--- config.mk ---
export PLATFORM = sky130hd
export DESIGN_NAME = kflt_div
export DESIGN_NICKNAME = d
export VERILOG_FILES = /design/src/design/kflt_pkg.sv /design/src/design/kflt_div.sv
export SDC_FILE = /design/constraint.sdc
export NUM_CORES = 1
export LEC_CHECK = 0
export ABC_CLOCK_PERIOD_IN_PS = 3300
export BUFFER_PORTS_ARGS = -buffer_cell sky130_fd_sc_hd__clkbuf_2
export CAP_MARGIN = 20
export CORE_MARGIN = 2
export CORE_UTILIZATION = 45
export CTS_BUF_LIST = sky130_fd_sc_hd__clkbuf_8
export CTS_CLUSTER_DIAMETER = 30
export CTS_CLUSTER_SIZE = 24
export DETAILED_ROUTE_END_ITERATION = 6
export GPL_TIMING_DRIVEN = 0
export PLACE_DENSITY = 0.68
export REMOVE_ABC_BUFFERS = 1
export SLEW_MARGIN = 20
export SYNTH_ARGS = -nofsm -noshare
export SYNTH_HDL_FRONTEND = slang
export SYNTH_SLANG_ARGS = --single-unit
--- constraint.sdc ---
create_clock -name clk -period 3.3 [get_ports clk]
set_input_delay 0.165 -clock clk [delete_from_list [all_inputs] [get_ports clk]]
set_output_delay 0.165 -clock clk [all_outputs]
set_load 0.03 [all_outputs]
--- src/design/kflt_pkg.sv ---
// ---------------------------------------------------------------------------
// kflt_pkg: shared types and constants for the keyframe interpolation table
// Holds the command codes, field widths and the key record layout.
// ---------------------------------------------------------------------------
package kflt_pkg;

  localparam int unsigned TIME_W = 32;
  localparam int unsigned POS_W  = 32;
  localparam int unsigned ROT_W  = 16;
  localparam int unsigned BONE_W = 6;
  localparam int unsigned FRAC_W = 16;

  typedef enum logic [1:0] {
    CMD_CLEAR  = 2'd0,
    CMD_APPEND = 2'd1,
    CMD_QUERY  = 2'd2,
    CMD_NONE   = 2'd3
  } cmd_t;

  // One stored key: time, three positions, four rotations.
  typedef struct packed {
    logic [ROT_W-1:0]  rot_w;
    logic [ROT_W-1:0]  rot_z;
    logic [ROT_W-1:0]  rot_y;
    logic [ROT_W-1:0]  rot_x;
    logic [POS_W-1:0]  pos_z;
    logic [POS_W-1:0]  pos_y;
    logic [POS_W-1:0]  pos_x;
    logic [TIME_W-1:0] tval;
  } key_t;

  // Request to the divide unit and its status back.
  typedef struct packed {
    logic              start;
    logic [TIME_W-1:0] num;
    logic [TIME_W-1:0] den;
  } div_req_t;

  typedef struct packed {
    logic              done;
    logic [FRAC_W-1:0] quo;
  } div_rsp_t;

endpackage

--- src/design/kflt_div.sv ---
// ---------------------------------------------------------------------------
// kflt_div: serial restoring divider for the interpolation fraction
// Computes floor((num << 16) / den) with num < den, one bit per cycle.
// ---------------------------------------------------------------------------
module kflt_div (
  input  logic               clk,
  input  logic               rst,
  input  kflt_pkg::div_req_t req,
  output kflt_pkg::div_rsp_t rsp
);

  localparam int unsigned CNT_W = $clog2(kflt_pkg::FRAC_W + 1);

  logic [kflt_pkg::TIME_W:0]     rem;
  logic [kflt_pkg::TIME_W-1:0]   den;
  logic [kflt_pkg::FRAC_W-1:0]   quo;
  logic [CNT_W-1:0]              cnt;
  logic                          busy;
  logic                          done;
  logic [kflt_pkg::TIME_W+1:0]   trial;
  logic [kflt_pkg::TIME_W:0]     shifted;

  always_comb begin
    shifted = {rem[kflt_pkg::TIME_W-1:0], 1'b0};
    trial   = {1'b0, shifted} - {2'b00, den};
  end

  always_ff @(posedge clk) begin
    if (rst) begin
      busy <= 1'b0;
      done <= 1'b0;
      cnt  <= '0;
    end else begin
      done <= 1'b0;
      if (req.start) begin
        rem  <= {1'b0, req.num};
        den  <= req.den;
        quo  <= '0;
        cnt  <= CNT_W'(kflt_pkg::FRAC_W);
        busy <= 1'b1;
      end else if (busy) begin
        if (!trial[kflt_pkg::TIME_W+1]) begin
          rem <= trial[kflt_pkg::TIME_W:0];
          quo <= {quo[kflt_pkg::FRAC_W-2:0], 1'b1};
        end else begin
          rem <= shifted;
          quo <= {quo[kflt_pkg::FRAC_W-2:0], 1'b0};
        end
        cnt <= cnt - 1'b1;
        if (cnt == CNT_W'(1)) begin
          busy <= 1'b0;
          done <= 1'b1;
        end
      end
    end
  end

  assign rsp.done = done;
  assign rsp.quo  = quo;

  property p_busy_count;
    @(posedge clk) disable iff (rst) busy |-> cnt != '0;
  endproperty
  a_busy_count: assert property (p_busy_count) else $error("divider busy with zero count");

  property p_done_after_busy;
    @(posedge clk) disable iff (rst) done |-> $past(busy);
  endproperty
  a_done_after_busy: assert property (p_done_after_busy) else $error("done without busy");

  property p_no_start_busy;
    @(posedge clk) disable iff (rst) req.start |=> busy;
  endproperty
  a_no_start_busy: assert property (p_no_start_busy) else $error("start did not set busy");

endmodule

==> results.py <==
metrics = {
    "status": {
        "status": "finished, final reports clean",
    },
    "finish": {
        "drive_gt1_share_pct": 27.1,
        "final_common_cell": "clkbuf_2",
        "fillers": 921,
        "post-route-util_pct": 60.0,
        "layout_common_cells": "clkbuf_2, edfxtp_1, nand2_1",
        "diodes": 0,
        "layout.nets": 715,
        "areaGrowthSynthToFinish_pct": 31.5,
    },
    "clock_tree": {
        "h-tree-depth": 3,
        "clk_pin_slew_ps": 90,
        "cts.sink_count": 87,
        "cts_buffer_depth": 2,
        "cts_buffers": 9,
        "cts_tree": "done",
        "root_buffer": "clkbuf_8",
        "insertion_delay_ps": 370,
    },
    "worst_setup_path": {
        "crit_path_start": "rem[3]",
        "critPathArrivalTime_ps": 3410,
        "r2r_cells": 14,
        "critPathMaxStageDelay_ps": 440,
        "worst-setup-path-type": "reg2reg",
        "worstReg2RegStart": "rem[3]",
        "setup.worst_path.start_class": "flip-flop",
        "end_kind": "flip-flop",
        "r2r_slack_ps": 20,
        "cpMostUsedCell": "a31oi_4",
        "cp.depth": 14,
        "r2r_end": "rem[31]",
        "path_buf_inv": 4,
        "crit_slowest_cell": "edfxtp_1",
        "crit_end": "rem[31]",
        "crit_required_ps": 3430,
        "path_cells": "ha_4 -> a21o_4 -> a31oi_4 -> a21boi_2 -> a311oi_2 -> buf_4 -> a2bb2oi_4 -> a31oi_4 -> a2111oi_4 -> buf_6 -> buf_8 -> or2_4 -> inv_4 -> a221o_1",
        "crit_family": "compound AO/OA/AOI/OAI gates",
        "crit_fanout": 4,
    },
    "flow_run": {
        "maxCapViolCount": 0,
    },
    "min_path": {
        "hp-class": "in2reg",
    },
    "die": {
        "dieArea_um2": 12300,
        "pin_count": 84,
        "core-area_um2": 11300,
        "rows": 39,
        "die_w_um": 111,
        "start_util_pct": 45.6,
        "die_h_um": 111,
    },
    "synth": {
        "synth-compound-area-share_pct": 17.1,
        "synth_top_family_by_area": "compound AO/OA/AOI/OAI gates",
        "synth-xor-area-share_pct": 5.28,
        "synth_area_per_cell_um2": 10.7,
        "yosys_warnings": 0,
        "synth-async-reset-ratio_pct": 0,
        "yosysSeqAreaShare_pct": 49.4,
        "ys_types": 60,
        "synth-seq-cells": 87,
        "synth-simple-area-share_pct": 12.8,
        "synth_fa_ha_area_share_pct": 8.41,
        "synth_edf_count": 80,
        "synth-main-ff-cell": "edfxtp_1",
        "syn_area_um2": 5140,
        "synthMuxAreaShare_pct": 1.75,
        "netlist_instances": 480,
    },
    "sta": {
        "skew_ps": 14.1,
        "drv_slew": 0,
        "min_period_over_period_pct": 99.4,
        "max_freq_ghz": 0.305,
        "relSlewSlack_pct": 26.7,
        "rsz0062_at_grt": "yes",
        "final-setup-viol-count": 0,
        "period_needed_ps": 3280,
        "tightest_slew_ps": 1100,
        "timing_hold_violations_final": 0,
    },
    "power_and_ir_drop": {
        "peakVddDrop_uv": 408,
        "report.power.total_w": 0.00324,
        "leakagePower_nw": 2.82,
        "p_per_area_nw_per_um2": 479,
    },
    "grt": {
        "grt_max_degree": 49,
        "antenna_found_initial": 0,
        "grt_usage_pct": 19.1,
        "grt_first_pass_wirelength_mm": 18.9,
        "first_global_vias": 3995,
        "grt-ovfl-total": 0,
    },
    "detailed_routing": {
        "vias_per_cell": 5.39,
        "route.vias.total": 4105,
        "first_pass_iters": 4,
        "routedWlPerCell_um": 15.4,
        "ant_nets": 0,
        "wirelength_mm": 11.8,
        "route.detailed.drc": 0,
        "initialDrtViolationCount": 234,
    },
    "placed_design": {
        "gp_congestion": 0.806,
        "portBuffers": 83,
        "hpwl_mm": 7.72,
    },
}
## power breakdown
group | internal [W] | switching, W
combinational | 0.000506 | 0.000536
clock | 0.000429 | 0.000404
sequential | 0.00132 | 0.0000471
total | 0.00225 | 0.000988
## layer usage
metal | wire (um) | vias to the layer above | track usage (%)
met5 | 0 | - | 0
met2 | 5650 | 93 | 31.7
met3 | 559 | 15 | 4.43
met1 | 5330 | 1947 | 24.7
met4 | 223 | 0 | 6.25
li1 | - | 2050 | -
## sequential cells by signal, summed over array words and instances, names as in the netlist
name,flops
cnt,5
rem,32
busy,1
done,1
den,32
quo,16
## cell type report
| class | instances | area, um^2 | share of cell area, % |
|---|---|---|---|
| Tap cell | 143 | 179 | 2.65 |
| Clock buffer | 9 | 124 | 1.83 |
| Multi-Input combinational cell | 328 | 2570 | 38.0 |
| Inverter | 42 | 160 | 2.37 |
| Timing Repair Buffer | 146 | 1090 | 16.1 |
| Clock inverter | 7 | 97.6 | 1.44 |
| Sequential cell | 87 | 2540 | 37.6 |
## worst register-to-register path, stage by stage, from the launching register on
cell and delay (ps):
edfxtp_1 440, ha_4 250, a21o_4 210, a31oi_4 160
a21boi_2 100, a311oi_2 240, buf_4 170, a2bb2oi_4 180
a31oi_4 130, a2111oi_4 420, buf_6 170, buf_8 90
or2_4 130, inv_4 50, a221o_1 300
## stage by stage
stage          hold WS [ps]  setup WS [ps]  area, um^2  cells  TNS, ps
5_1_grt                74.8           -118        6760    762     -758
6_report               74.1           19.1        6760    762        0
3_3_place_gp            343          -2190        5630    683  -199130
3_5_place_dp            344           -799        5790    691   -14260
2_1_floorplan           234          -1050        5030    457   -24390
4_1_cts                50.3           1.28        6610    750        0
## worst min path at each step
stage / end / depth (start not counted) / startpoint / slack (ps)
floorplan: cnt[4] / 1 / rst / 230
global placement: den[1] / 1 / req[1] / 340
detailed placement: den[2] / 1 / req[2] / 340
CTS: rem[2] / 3 / req[34] / 50
global route: rem[29] / 3 / req[61] / 70
finish: rem[25] / 3 / req[57] / 70
## repair_timing
item                                    in CTS  in global routing
endpoints found under the setup margin      33                 27
buffers inserted                            11                 12
pin swaps                                   10                 14
resized for setup                           29                 21
hold buffers                                32                  0
hold endpoints to repair                    32                  0
gates cloned                                 1                  0
## cell usage after synthesis, drive strengths merged, types with 14 or more instances
cell | count | area [um^2]
a21oi | 29 | 145
clkbuf | 17 | 65.1
edfxtp | 80 | 2400
ha | 33 | 413
inv | 42 | 158
nand2 | 42 | 158
nand3 | 22 | 110
nor2 | 19 | 71.3
nor2b | 17 | 106
o21ai | 16 | 80.1
o311ai | 14 | 123
xnor2 | 17 | 149
xor2 | 14 | 123
## kinds of logic (layout without fill, tap and decap cells)
group                    after synthesis  in the layout
flip-flops                            87             87
XOR/XNOR                              31             31
multiplexers                           9              9
adder cells (fa/ha/maj)               34             34
buffers and inverters                 65            204
AO/OA/AOI/OAI                        120            120
AND/OR/NAND/NOR                      134            134
Power figures use the tool's default switching activity.
