<file path="config.mk">
export PLATFORM = sky130hd
export DESIGN_NAME = kflt_blend
export DESIGN_NICKNAME = d
export VERILOG_FILES = /design/src/design/kflt_pkg.sv /design/src/design/kflt_blend.sv
export SDC_FILE = /design/constraint.sdc
export NUM_CORES = 1
export LEC_CHECK = 0
export CORE_AREA = 2 2 295 297
export DETAILED_ROUTE_END_ITERATION = 10
export DIE_AREA = 0 0 297 299
export DONT_BUFFER_PORTS = 1
export PLACE_DENSITY = 0.5
export SLEW_MARGIN = 20
export SYNTH_ARGS = -nofsm -noshare
export SYNTH_HDL_FRONTEND = slang
export SYNTH_SLANG_ARGS = --single-unit
</file>
<file path="constraint.sdc">
create_clock -name clk -period 8.8 [get_ports clk]
set_input_delay 1.76 -clock clk [delete_from_list [all_inputs] [get_ports clk]]
set_output_delay 1.76 -clock clk [all_outputs]
set_load 0.005 [all_outputs]
</file>
<file path="src/design/kflt_pkg.sv">
// ---------------------------------------------------------------------------
// kflt_pkg: shared types and constants for the keyframe interpolation table
// Holds the command codes, field widths and the key record layout.
// ---------------------------------------------------------------------------
package kflt_pkg;

  localparam int unsigned TIME_W = 32;
  localparam int unsigned POS_W  = 32;
  localparam int unsigned ROT_W  = 16;
  localparam int unsigned BONE_W = 6;
  localparam int unsigned FRAC_W = 16;

  typedef enum logic [1:0] {
    CMD_CLEAR  = 2'd0,
    CMD_APPEND = 2'd1,
    CMD_QUERY  = 2'd2,
    CMD_NONE   = 2'd3
  } cmd_t;

  // One stored key: time, three positions, four rotations.
  typedef struct packed {
    logic [ROT_W-1:0]  rot_w;
    logic [ROT_W-1:0]  rot_z;
    logic [ROT_W-1:0]  rot_y;
    logic [ROT_W-1:0]  rot_x;
    logic [POS_W-1:0]  pos_z;
    logic [POS_W-1:0]  pos_y;
    logic [POS_W-1:0]  pos_x;
    logic [TIME_W-1:0] tval;
  } key_t;

  // Request to the divide unit and its status back.
  typedef struct packed {
    logic              start;
    logic [TIME_W-1:0] num;
    logic [TIME_W-1:0] den;
  } div_req_t;

  typedef struct packed {
    logic              done;
    logic [FRAC_W-1:0] quo;
  } div_rsp_t;

endpackage

</file>
<file path="src/design/kflt_blend.sv">
// ---------------------------------------------------------------------------
// kflt_blend: shared lerp unit
// Computes floor((a*(65536-f) + b*f + 32768) / 65536) as a + round((b-a)*f),
// one component per call, registered after the multiply.
// ---------------------------------------------------------------------------
module kflt_blend (
  input  logic                          clk,
  input  logic signed [kflt_pkg::POS_W-1:0] a,
  input  logic signed [kflt_pkg::POS_W-1:0] b,
  input  logic [kflt_pkg::FRAC_W-1:0]   frac,
  output logic signed [kflt_pkg::POS_W-1:0] y
);

  localparam int unsigned DW = kflt_pkg::POS_W + 1;
  localparam int unsigned PW = DW + kflt_pkg::FRAC_W + 1;

  logic signed [DW-1:0]            diff;
  logic signed [PW-1:0]            prod;
  logic signed [kflt_pkg::POS_W-1:0] a_q;
  logic signed [PW-1:0]            sum;

  assign diff = DW'(b) - DW'(a);

  always_ff @(posedge clk) begin
    prod <= PW'(diff) * $signed({1'b0, frac});
    a_q  <= a;
  end

  // a*65536 + (b-a)*f + 32768, arithmetic shift right by 16.
  assign sum = (PW'(a_q) <<< kflt_pkg::FRAC_W) + prod + PW'(32768);
  assign y   = kflt_pkg::POS_W'(sum >>> kflt_pkg::FRAC_W);

endmodule
</file>
==> summary.md, run 1 <==
| Metric | Value |
|---|---|
| Outcome | `finished with violations` |
| Failing checks | `negative setup slack` |
| Quantity of hold-fixing buffers added after cts | `0` |
| Final core utilization | `0.327` |
| Most used standard cells in the synthesized netlist | `634 x sky130_fd_sc_hd__inv_1, 487 x sky130_fd_sc_hd__fa_1, 324 x sky130_fd_sc_hd__nand2_1` |
| Global routing usage summed across all routing layers | `0.148` |
| Starting utilization of the core area | `0.267` |
| Mapped Cells | `between 2,000 and 3,000` |
| Most frequent cell after synthesis | `sky130_fd_sc_hd__inv_1` |
| Number of CTS-inserted buffers | `9` |
| CTS tree | `yes` |
| Portion of the post-synthesis area used by sequential elements | `0.0567` |
| Leading register cell type out of synthesis | `sky130_fd_sc_hd__dfxtp_1` |
| Slew HR | `0.484` |
| FILL cells | `between 9,000 and 10,000` |
| Worst hold-check slack | `1.42 ns` |
| Worst Tran Pin Value | `between 0.7 and 0.8 ns` |
| Class of the worst hold path | `input port to flop` |
| Pre-antenna DRT Iters | `5` |
| Category of cells accounting for the largest share of critical-path delay | `adder cells` |
| Clock-pin slew on the worst setup and hold paths | `0.07 ns` |
| Cell Rows | `108` |
| Initial antenna violation count | `1` |
| CP startpoint kind | `input port` |
| Die boundary width | `297 microns` |
| Detailed-placement wirelength estimate | `51,700 microns` |
| Max-cap viol count | `0` |
| Placed cell area | `26,400 sq um` |
| Average routed wire per standard cell | `15.9 microns` |
| Critical path's most frequent cell | `sky130_fd_sc_hd__fa_1` |
| Max-slew violation count | `0` |
| Combined buffer and inverter count along the critical path | `8` |
| Synth async-reset ratio | `0` |
| Boundary Pins | `113` |
| Timing-limited maximum frequency | `109 MHz` |
| Avg Cell Area, Syn | `just under 9 sq um` |
| Share of post-route cells with drive strength above 1 | `0.188` |
| RSZ-0062 raised after global routing | `true` |
| DRC | `0` |
| Level count of the clock H-tree | `3` |
| Max incr delay on CP | `0.59 ns` |
| Port Buffers | `0` |
| Detail Route Antenna Nets | `0` |
| Total count of hold-check failures in the final report | `0` |
| DRT Wirelength | `64,200 microns` |
| Pre-CTS setup slack | `-1.11 ns` |
| Critical Path Fanout Max | `7` |
| Maximum count of clock buffers along a single path | `2` |
| Critical path class | `input port to flop` |
| Number of distinct standard cells referenced by the synthesized netlist | `69` |
| Final-stage net count | `about 3,600` |
| Per-cell via count in the routed design | `4.39` |
| Buffer type at the clock tree root | `sky130_fd_sc_hd__clkbuf_16` |
| Core footprint | `around 86,000 sq um` |
| Top cell type by total area after synthesis | `sky130_fd_sc_hd__fa_1` |
| Highest-delay cell along the critical path | `sky130_fd_sc_hd__fa_2` |
| Top cell type's share of synthesized area | `0.425` |
| Final std cell area, no fill | `28,100 sq um` |
| Net count of the mapped netlist | `around 3,400` |
| Area growth from synthesis to final layout | `22.6%` |
| DR iter-0 viols | `~960` |
| Signal arrival time at the worst endpoint | `9.45 ns` |
| Number of storage elements in the synthesis netlist | `65` |
| Setup-failing EPs final | `19` |
| Number of enable flip-flop cells after synthesis | `0` |
| Final period utilization | `1.05` |
| Worst path required time | `around 9.1 ns` |
| Top cells by area in the synthesized netlist | `sky130_fd_sc_hd__fa_1 43%, sky130_fd_sc_hd__inv_1 10%, sky130_fd_sc_hd__ha_1 9.7%` |
| Number of global-route vias before repair | `19,144` |
| Count of vias placed by the detailed router | `between 15,000 and 20,000` |
| Mapped cell area | `22,900 sq um` |
| Pin count of the biggest net entering global routing | `36` |
| Total grt overflow | `0` |
| Die Ht | `299 microns` |
| Clk sink count | `65` |
| Global-route wire length before repair | `about 100,000 microns` |
| Min setup slack post-route | `-0.403 ns` |
| Sort of element at the end of the critical path | `flop` |
| Area enclosed by the die boundary | `just under 90,000 sq um` |
| Routability cong. | `0.811` |
| Clock period minus final worst setup slack | `between 9 and 10 ns` |
| Synth Warn # | `0` |
-- flip-flops by register name, indices dropped and copies added, names as in the netlist --
register	count
a_q	32
prod	33
-- layout by cell type, fill, tap and decap left out, types with 61 or more instances in the layout --
cell type,count
sky130_fd_sc_hd__a21oi_1,61
sky130_fd_sc_hd__nand2_1,318
sky130_fd_sc_hd__ha_1,153
sky130_fd_sc_hd__and2_1,222
sky130_fd_sc_hd__xnor2_1,67
sky130_fd_sc_hd__inv_1,614
sky130_fd_sc_hd__buf_4,296
sky130_fd_sc_hd__dfxtp_1,65
sky130_fd_sc_hd__fa_1,469
-- per-stage QoR --
stage | cells | setup TNS [ns]
final | 4040 | -4.73
after global placement | 3967 | -21.02
after floorplan | 2645 | -2.76
after CTS | 4008 | -2.84
after detailed placement | 3967 | -22.78
after global routing | 4038 | -10.81
-- per-layer routing --
metal / wire (microns) / GRT usage / part of all wire / up-vias
li1: - / - / - / 8445
met3: 1710 / 0.0138 / 0.027 / 55
met1: 28600 / 0.195 / 0.45 / 9009
met2: 32500 / 0.263 / 0.51 / 242
met5: 0 / 0 / 0 / -
met4: 1350 / 0.0349 / 0.021 / 0
-- repair_timing --
action,4_1_cts,5_1_grt
setup buffers,28,31
cloned,0,1
gates resized for setup,86,113
setup endpoints to repair,26,26
pin swaps,72,119
-- kinds of logic (layout without fill, tap and decap cells) --
kind of cell	count (synthesis)	count (layout)	share of synthesized area
adders and majority gates	664	664	0.522
muxes	3	3	0.00131
DFF	65	65	0.0567
other	0	2	0
xor gates and xnor gates	106	106	0.0405
and+or+nand+nor	771	771	0.171
buffers and inverters	748	986	0.124
AOI/OAI and AO/OA	288	288	0.0852
-- final timing paths --
check	cells after the start	slack (ns)	from	endpoint
worst max-delay path	34	-0.40	a[1]	prod[45]
worst min-delay path	0	1.42	a[0]	a_q[0]
-- final cells by class --
class / count / area (sq um) / share of cell area
diodes: 2 / 5.00 / 0.000178
repair buffers: 336 / 2820 / 0.100
flip-flops and latches: 65 / 1300 / 0.0463
inverters: 634 / 2410 / 0.0856
clock inverters: 6 / 115 / 0.00409
clock buffers: 10 / 239 / 0.00850
well taps: 1155 / 1450 / 0.0514
multi-input cells: 1832 / 19800 / 0.704
Power of run 1 is not shown: default switching activity piles up to over one toggle a cycle in this logic, so the estimate is an artifact.
==> inputs of run 2 (changes only) <==
--- a/config.mk
+++ b/config.mk
@@ -5,11 +5,11 @@
 export SDC_FILE = /design/constraint.sdc
 export NUM_CORES = 1
 export LEC_CHECK = 0
-export CORE_AREA = 2 2 295 297
+export CORE_AREA = 2 2 280 282
 export DETAILED_ROUTE_END_ITERATION = 10
-export DIE_AREA = 0 0 297 299
+export DIE_AREA = 0 0 282 284
 export DONT_BUFFER_PORTS = 1
-export PLACE_DENSITY = 0.5
+export PLACE_DENSITY = 0.53
 export SLEW_MARGIN = 20
 export SYNTH_ARGS = -nofsm -noshare
 export SYNTH_HDL_FRONTEND = slang
==> constraint.sdc (replaced) <==
create_clock -name clk -period 8.8 [get_ports clk]
set_input_delay 1.32 -clock clk [delete_from_list [all_inputs] [get_ports clk]]
set_output_delay 1.32 -clock clk [all_outputs]
set_load 0.005 [all_outputs]
==> summary.md, run 2 (synthesis gave the netlist of run 1 again) <==
| Metric | Value |
|---|---|
| Outcome | `finished clean` |
| Hold EP | `a_q[0]` |
| CTS tree | `yes` |
| Die boundary width | `282 microns` |
| Starting utilization of the core area | `0.298` |
| Critical Path Fanout Max | `6` |
| Slew HR | `0.464` |
| Cell Rows | `roughly 100` |
| Setup_tns | `0 ns` |
| Max-slew violation count | `0` |
| Commonest cells after routing, fill and taps aside | `615 x sky130_fd_sc_hd__inv_1, 474 x sky130_fd_sc_hd__fa_1, 321 x sky130_fd_sc_hd__nand2_1, 273 x sky130_fd_sc_hd__buf_4, 224 x sky130_fd_sc_hd__and2_1` |
| Pre-antenna DRT Iters | `5` |
| Clk sink count | `65` |
| Sort of element at the end of the critical path | `flop` |
| Critical path class | `input port to flop` |
| Worst hold path stage count | `0` |
| Global routing usage summed across all routing layers | `0.160` |
| Core footprint | `77,000 sq um` |
| Final antenna diode count | `0` |
| Final period utilization | `0.995` |
| Clock period minus final worst setup slack | `approximately 9 ns` |
| Start point of the worst hold path | `a[0]` |
| Number of flip-flops in the largest register | `33` |
| Sequential cell area | `between 1000 and 1500 sq um` |
| Highest-delay cell along the critical path | `sky130_fd_sc_hd__or4b_4` |
| Setup-failing EPs final | `0` |
| Most common cell after layout, fill and taps aside | `sky130_fd_sc_hd__inv_1` |
| Area growth from synthesis to final layout | `18.5%` |
| Initial antenna violation count | `4` |
| Total grt overflow | `0` |
| DR iter-0 viols | `805` |
| Count of vias placed by the detailed router | `17,662` |
| DRT Wirelength | `between 60,000 and 70,000 microns` |
| Max incr delay on CP | `between 0.5 and 0.6 ns` |
| Die Ht | `284 microns` |
| Max-cap viol count | `0` |
| Leading registers by flop count | `prod x33, a_q x32` |
| Area enclosed by the die boundary | `80,100 sq um` |
| Area occupied by multi-input gates | `between 15,000 and 20,000 sq um` |
| Category of cells accounting for the largest share of critical-path delay | `adder cells` |
| Detailed-placement wirelength estimate | `50,200 microns` |
| Number of CTS-inserted buffers | `9` |
| Routability cong. | `0.849` |
| RSZ-0062 raised after global routing | `true` |
| DRC | `0` |
| Quantity of hold-fixing buffers added after cts | `0` |
| Final std cells w/o fill | `3,882` |
| Detail Route Antenna Nets | `0` |
| Worst Tran Pin Value | `0.784 ns` |
| Critical path's most frequent cell | `sky130_fd_sc_hd__fa_1` |
| Buffer type at the clock tree root | `sky130_fd_sc_hd__clkbuf_16` |
| Boundary Pins | `113` |
| Average routed wire per standard cell | `around 16 microns` |
| Final-stage net count | `3,582` |
| Signal arrival time at the worst endpoint | `around 9 ns` |
| Per-cell via count in the routed design | `4.55` |
| Number of global-route vias before repair | `around 18,000` |
| Timing-limited maximum frequency | `114 MHz` |
| Port Buffers | `0` |
| Level count of the clock H-tree | `3` |
| Global-route wire length before repair | `between 100,000 and 150,000 microns` |
| CP startpoint kind | `input port` |
| Register with the most flip-flops | `prod` |
| Worst path required time | `around 9 ns` |
| Maximum count of clock buffers along a single path | `2` |
| Share of post-route cells with drive strength above 1 | `0.162` |
| Combined buffer and inverter count along the critical path | `3` |
| Pin count of the biggest net entering global routing | `36` |
| Clock-pin slew on the worst setup and hold paths | `0.06 ns` |
| FILL cells | `8,057` |
| Class of the worst hold path | `input port to flop` |
| Cell count after placement | `3,839` |
| Total count of hold-check failures in the final report | `0` |
==> run 2: cell types whose count changed in the layout (fill, tap and decap cells not counted), sizes merged <==
cell / change
bufinv: -2
nand4b: +1
bufbuf: -1
diode: -2
clkbuf: -2
clkinv: +2
inv: +1
buf: -40
==> run 2: worst max-delay path by stage <==
stage               start  endpoint  slack, ns  cells past startpoint
floorplan            a[2]  prod[42]     -0.007                     32
global placement     a[1]  prod[46]      -0.75                     35
detailed placement   a[1]  prod[46]      -0.76                     35
CTS                  b[0]  prod[45]      0.002                     35
global route         b[0]  prod[42]      -0.19                     34
finish              a[11]  prod[45]       0.04                     30
==> run 2: layout make-up <==
class                           count  area share
Multi-Input combinational cell   1833       0.717
Clock inverter                      7     0.00258
Timing Repair Buffer              294      0.0886
Sequential cell                    65      0.0479
Clock buffer                        9     0.00829
Tap cell                         1040      0.0479
Inverter                          634      0.0878
==> run 2: timing repair <==
action                                  4_1_cts  5_1_grt
setup buffers                                 5       23
pin swaps                                    21       80
endpoints found under the setup margin       18       23
hold endpoints to repair                      0        0
gates resized for setup                      25      107
gates cloned                                  1        0
==> run 2: stage by stage <==
step	setup slack (ns)	cell area (sq um)	hold slack (ns)	util
finish	0.0419	27200	0.987	0.353
floorplan	-0.00660	23100	1.35	-
CTS	0.00197	26500	0.962	0.345
global placement	-0.750	26000	1.35	0.338
global route	-0.192	27200	0.968	0.353
detailed placement	-0.764	26000	1.35	0.338
==> run 2: routing by layer <==
metal  share of wire  global-route usage  vias to the layer above
met5               0                   0                        -
met1            0.44               0.212                     8890
met4           0.023              0.0419                        0
met3           0.036              0.0156                       64
met2            0.50               0.279                      346
li1                -                   -                     8362
Power of run 2 is left out for the same reason.
